**config.mk**
```make
export PLATFORM = sky130hd
export DESIGN_NAME = spd_queue
export DESIGN_NICKNAME = d
export VERILOG_FILES = /design/src/hw/rtl/spd_pkg.sv /design/src/hw/rtl/spd_queue.sv
export SDC_FILE = /design/constraint.sdc
export NUM_CORES = 1
export LEC_CHECK = 0
export BUFFER_PORTS_ARGS = -buffer_cell sky130_fd_sc_hd__buf_2
export CORE_MARGIN = 2
export CORE_UTILIZATION = 29
export CTS_BUF_LIST = sky130_fd_sc_hd__clkbuf_8
export DETAILED_ROUTE_END_ITERATION = 8
export PLACE_DENSITY_LB_ADDON = 0.1
export SLEW_MARGIN = 20
export SYNTH_ARGS = -nofsm -noshare
export SYNTH_HDL_FRONTEND = slang
export SYNTH_SLANG_ARGS = --single-unit
```
**constraint.sdc**
```tcl
create_clock -name clk -period 2.8 [get_ports clk]
set_input_delay 0.28 -clock clk [delete_from_list [all_inputs] [get_ports clk]]
set_output_delay 0.28 -clock clk [all_outputs]
set_load 0.01 [all_outputs]
```
**src/hw/rtl/spd_pkg.sv**
```systemverilog
package spd_pkg;

  // sample handling and datapath widths
  localparam int SAMPLE_BITS = 16;
  localparam int MIX_W       = 33;
  localparam int SMOOTH_W    = 32;
  localparam int LEVEL_W     = 16;
  localparam int RUN_W       = 16;
  localparam int QUEUE_DEPTH = 4;
  localparam int CFG_ADDR_W  = 3;

  // register indexes of the configuration port
  localparam logic [CFG_ADDR_W-1:0] CFG_PHASE_STEP = 3'd0;
  localparam logic [CFG_ADDR_W-1:0] CFG_ALPHA      = 3'd1;
  localparam logic [CFG_ADDR_W-1:0] CFG_LEVEL_HIGH = 3'd2;
  localparam logic [CFG_ADDR_W-1:0] CFG_LEVEL_LOW  = 3'd3;
  localparam logic [CFG_ADDR_W-1:0] CFG_FRAMES_ON  = 3'd4;
  localparam logic [CFG_ADDR_W-1:0] CFG_FRAMES_OFF = 3'd5;

  // one mixed sample on its way from the front part to the filters
  typedef struct packed {
    logic signed [MIX_W-1:0] mix_i;
    logic signed [MIX_W-1:0] mix_q;
    logic                    frame_end;
  } mix_item_t;

  // decision thresholds and filter coefficient
  typedef struct packed {
    logic [23:0]        alpha;
    logic [LEVEL_W-1:0] level_high;
    logic [LEVEL_W-1:0] level_low;
    logic [RUN_W-1:0]   frames_on;
    logic [RUN_W-1:0]   frames_off;
  } dec_cfg_t;

  typedef enum logic [2:0] {
    ST_IDLE,
    ST_SQUARE,
    ST_SUM,
    ST_ROOT,
    ST_DECIDE,
    ST_OUT
  } dec_state_t;

  // sine of j/2^lg quarter turns in unsigned Q0.15, taylor series in Q2.30
  function automatic logic [14:0] quarter_sine(input int unsigned j, input int unsigned lg);
    longint unsigned one;
    longint unsigned u;
    longint unsigned x;
    longint unsigned x2;
    longint unsigned t;
    longint unsigned s;
    one = 64'd1 << 30;
    u   = longint'(j) << (30 - lg);
    x   = (u * 64'd1686629713) >> 30;
    x2  = (x * x) >> 30;
    t   = one;
    t   = one - ((x2 * t) >> 30) / 156;
    t   = one - ((x2 * t) >> 30) / 110;
    t   = one - ((x2 * t) >> 30) / 72;
    t   = one - ((x2 * t) >> 30) / 42;
    t   = one - ((x2 * t) >> 30) / 20;
    t   = one - ((x2 * t) >> 30) / 6;
    s   = (x * t) >> 30;
    s   = (s + 64'd16384) >> 15;
    if (s > 64'd32767) s = 64'd32767;
    return s[14:0];
  endfunction

endpackage

```
**src/hw/rtl/spd_queue.sv**
```systemverilog
module spd_queue (
  input  logic               clk,
  input  logic               rst,
  input  logic               in_valid,
  output logic               in_ready,
  input  spd_pkg::mix_item_t in_item,
  output logic               out_valid,
  input  logic               out_ready,
  output spd_pkg::mix_item_t out_item
);
  import spd_pkg::*;

  localparam int PTR_W = $clog2(QUEUE_DEPTH);

  mix_item_t        mem [QUEUE_DEPTH];
  logic [PTR_W-1:0] wr_ptr, rd_ptr;
  logic [PTR_W:0]   count;
  logic             push, pop;

  assign in_ready  = count != (PTR_W+1)'(QUEUE_DEPTH);
  assign out_valid = count != '0;
  assign push      = in_valid && in_ready;
  assign pop       = out_valid && out_ready;
  assign out_item  = mem[rd_ptr];

  // storage
  always_ff @(posedge clk) begin
    if (push) begin
      mem[wr_ptr] <= in_item;
    end
  end

  // pointers and fill level
  always_ff @(posedge clk) begin
    if (rst) begin
      wr_ptr <= '0;
      rd_ptr <= '0;
      count  <= '0;
    end else begin
      if (push) wr_ptr <= wr_ptr + 1'b1;
      if (pop)  rd_ptr <= rd_ptr + 1'b1;
      if (push && !pop)      count <= count + 1'b1;
      else if (pop && !push) count <= count - 1'b1;
    end
  end

endmodule

```
==> results.sh <==
export IMPL_p_int_uw=7950
export IMPL_drt_iter0_drc=226
export IMPL_fin_nets=730
export IMPL_synth_simple_area_share=0.00825
export IMPL_globalRouteTotalUtil=0.120
export IMPL_ir_worst_vdd_mv=0.480
export IMPL_hold_path_class="primary input to register"
export IMPL_grt_pass1_vias=5606
export IMPL_max_freq_ghz=0.414
export IMPL_min_period_ns=2.42
export IMPL_status="completed"
export IMPL_ys_warn_count=0
export IMPL_detail_route_vias_per_cell=4.36
export IMPL_fp_dieArea_mm2=0.0366
export IMPL_p_leak_uw=0.00440
export IMPL_ys_seq_area_frac=0.809
export IMPL_cp_end_kind="primary output"
export IMPL_synthCells=398
export IMPL_numPortBuffers=139
export IMPL_synthMuxAreaShare=0.151
export IMPL_setup_tns_ns=0
export IMPL_clock_skew_ns=0.0170
export IMPL_num_vias=4957
export IMPL_dieHeight_um=191
export IMPL_initial_core_util=0.294
export IMPL_min_period_over_period=0.864
export IMPL_grt_pass1_wl_mm=32.8
export IMPL_critPathArrivalTime_ns=2.14
export IMPL_grt_max_degree=45
export IMPL_synth_distinct_cells=25
export IMPL_hold_ws_ns=0.196
export IMPL_crit_type="register to primary output"
export IMPL_rsz0062_at_grt="false"
export IMPL_crit_path_start_kind="register"
export IMPL_synth_area_top_cells="edfxtp_1 (79%), mux4_2 (15%), dfxtp_1 (1.8%)"
export IMPL_placementRows=68
export IMPL_dp_hpwl_mm=12.4
export IMPL_clk_pin_slew_ns=0.06
export IMPL_worstPathRequired_ns=2.52
export IMPL_setup_violations=0
export IMPL_cts_resized=0
export IMPL_ys_ff_latch=277
export IMPL_syn2layout_area_growth_pct=27.7
export IMPL_remaining_drc_errors=0
export IMPL_synth_xor_area_frac=0.00345
export IMPL_hold_viol=0
export IMPL_setup_ws_ns=0.382
export IMPL_final_layout_size_suffix_gt1_frac=0.410
export IMPL_cts_tree="yes"
export IMPL_synthAdderAreaFrac=0.00812
export IMPL_cap_violations=0
export IMPL_syn_area_mm2=0.0102
export IMPL_instances_no_fill=1137
export IMPL_clk_latency_ns=0.54
export IMPL_synth_top_area_share=0.792
export IMPL_preCtsSetupSlack_ns=0.434
export IMPL_post_drt_wl_per_cell_um=19.1
export IMPL_pwr_share_comb=0.245
export IMPL_root_buffer="clkbuf_8"
export IMPL_h_tree_depth=2
export IMPL_syn_nets=475
export IMPL_synth_compound_area_share=0.00369
export IMPL_p_sw_frac=0.277
export IMPL_slew_headroom=0.593
export IMPL_worst_pin_slew_ns=0.603
export IMPL_ant_nets=0
export IMPL_grt_overflow_total=0
export IMPL_ios=140
export IMPL_drt_pass1_iter_count=4
export IMPL_antenna_found_initial=2
export IMPL_routed_wl_mm=21.7
export IMPL_design_core_area_mm2=0.0345
export IMPL_power_density_mw_per_mm2=846
export IMPL_clockBufferDepth=3
export IMPL_yosysTopAreaCell="edfxtp_1"
export IMPL_cts_num_sinks=277
export IMPL_slew_violations=0
export IMPL_p_sw_uw=3040
export IMPL_placedCellCount=989
export IMPL_synth_avg_cell_area_um2=25.5
export IMPL_cts_made_buffers=49
export IMPL_path_max_fanout=29
export IMPL_die_w_um=191
export IMPL_power_frac_clock=0.283
export IMPL_post_route_util=0.376
export IMPL_synth_top_family_by_area="multiplexers"
export IMPL_gp_congestion=0.651
export IMPL_pwr_share_seq=0.472
[cell type report]
cell class / instances / area [um^2]
Sequential cell: 277 / 8240
Antenna cell: 1 / 2.50
Clock buffer: 49 / 674
Clock inverter: 30 / 116
Timing Repair Buffer: 220 / 1590
Inverter: 3 / 11.3
Fill cell: 3229 / 21600
Tap cell: 455 / 569
Multi-Input combinational cell: 102 / 1790
[cells in the mapped netlist]
master,n
buf_6,1
fa_1,1
mux4_2,67
inv_1,3
buf_12,4
ha_1,5
clkbuf_1,1
nor2_1,8
or3_1,2
o31ai_1,1
mux2_2,1
buf_4,3
nand2b_1,2
and2_1,4
a21boi_2,1
buf_1,3
nand2_1,1
dfxtp_1,9
a21oi_1,1
o21ai_0,1
xor2_1,4
o311ai_0,1
edfxtp_1,268
buf_2,4
mux2i_1,2
[cells by family after synthesis]
kind of cell / Yosys count
compound gates: 5
simple gates: 17
fa+ha+maj: 6
mux: 70
buf+inv: 19
xor+xnor: 4
flops: 277
[sequential cells by signal (all words and copies together), names as in the netlist, named ones only]
register and count:
rd_ptr 2, wr_ptr 2, mem 268, count 3
[layout by cell type (no fill, tap or decap), types with 7 or more instances in the layout]
master           n
buf_12           9
buf_2          139
clkbuf_8        49
clkinv_1        17
dfxtp_1          7
dlygate4sd3_1   68
edfxtp_1       268
inv_1           13
mux4_2          67
nor2_1           8
[path summary, 6_finish.rpt]
check / start / to / slack, ns / cells after the start
worst max-delay path: register / out_item[24] / 0.38 / 3
worst min-delay path: out_ready / register / 0.20 / 4
worst max register to register: count[0] / count[2] / 0.42 / 8
worst min register to register: rd_ptr[1] / rd_ptr[1] / 0.53 / 2
[worst max-delay path, cell delays in order (launching register included)]
cell	delay, ns
dfxtp_4	0.68
buf_4	0.37
mux4_2	0.37
buf_2	0.16
[layer usage]
layer / vias to the layer above / track usage / share of wire / wire, um
met3: 48 / 0.0378 / 0.066 / 1430
met4: 2 / 0.0376 / 0.021 / 455
met1: 2551 / 0.148 / 0.43 / 9220
met2: 140 / 0.202 / 0.49 / 10500
li1: 2216 / - / - / -
met5: - / 0 / 0.00060 / 13
[metrics by stage]
step / power [uW] / area (um^2)
6_report: 11000 / 13000
5_1_grt: 11600 / 13000
4_1_cts: 11300 / 13000
3_5_place_dp: 8010 / 11500
3_3_place_gp: 7940 / 11500
2_1_floorplan: 6990 / 10200
[what timing repair did]
action | CTS | global route
buffers inserted | 0 | 0
endpoints found under the hold margin | 270 | 0
hold buffers | 68 | 0
[power by group through the flow]
stage	Combinational [uW]	Sequential, uW	Clock [uW]
finish	2690	5190	3110
CTS	2810	5200	3280
detailed placement	2720	5280	0
global route	2940	5230	3460
floorplan	1780	5210	0
global placement	2690	5250	0
(Power assumes the default switching activity.)
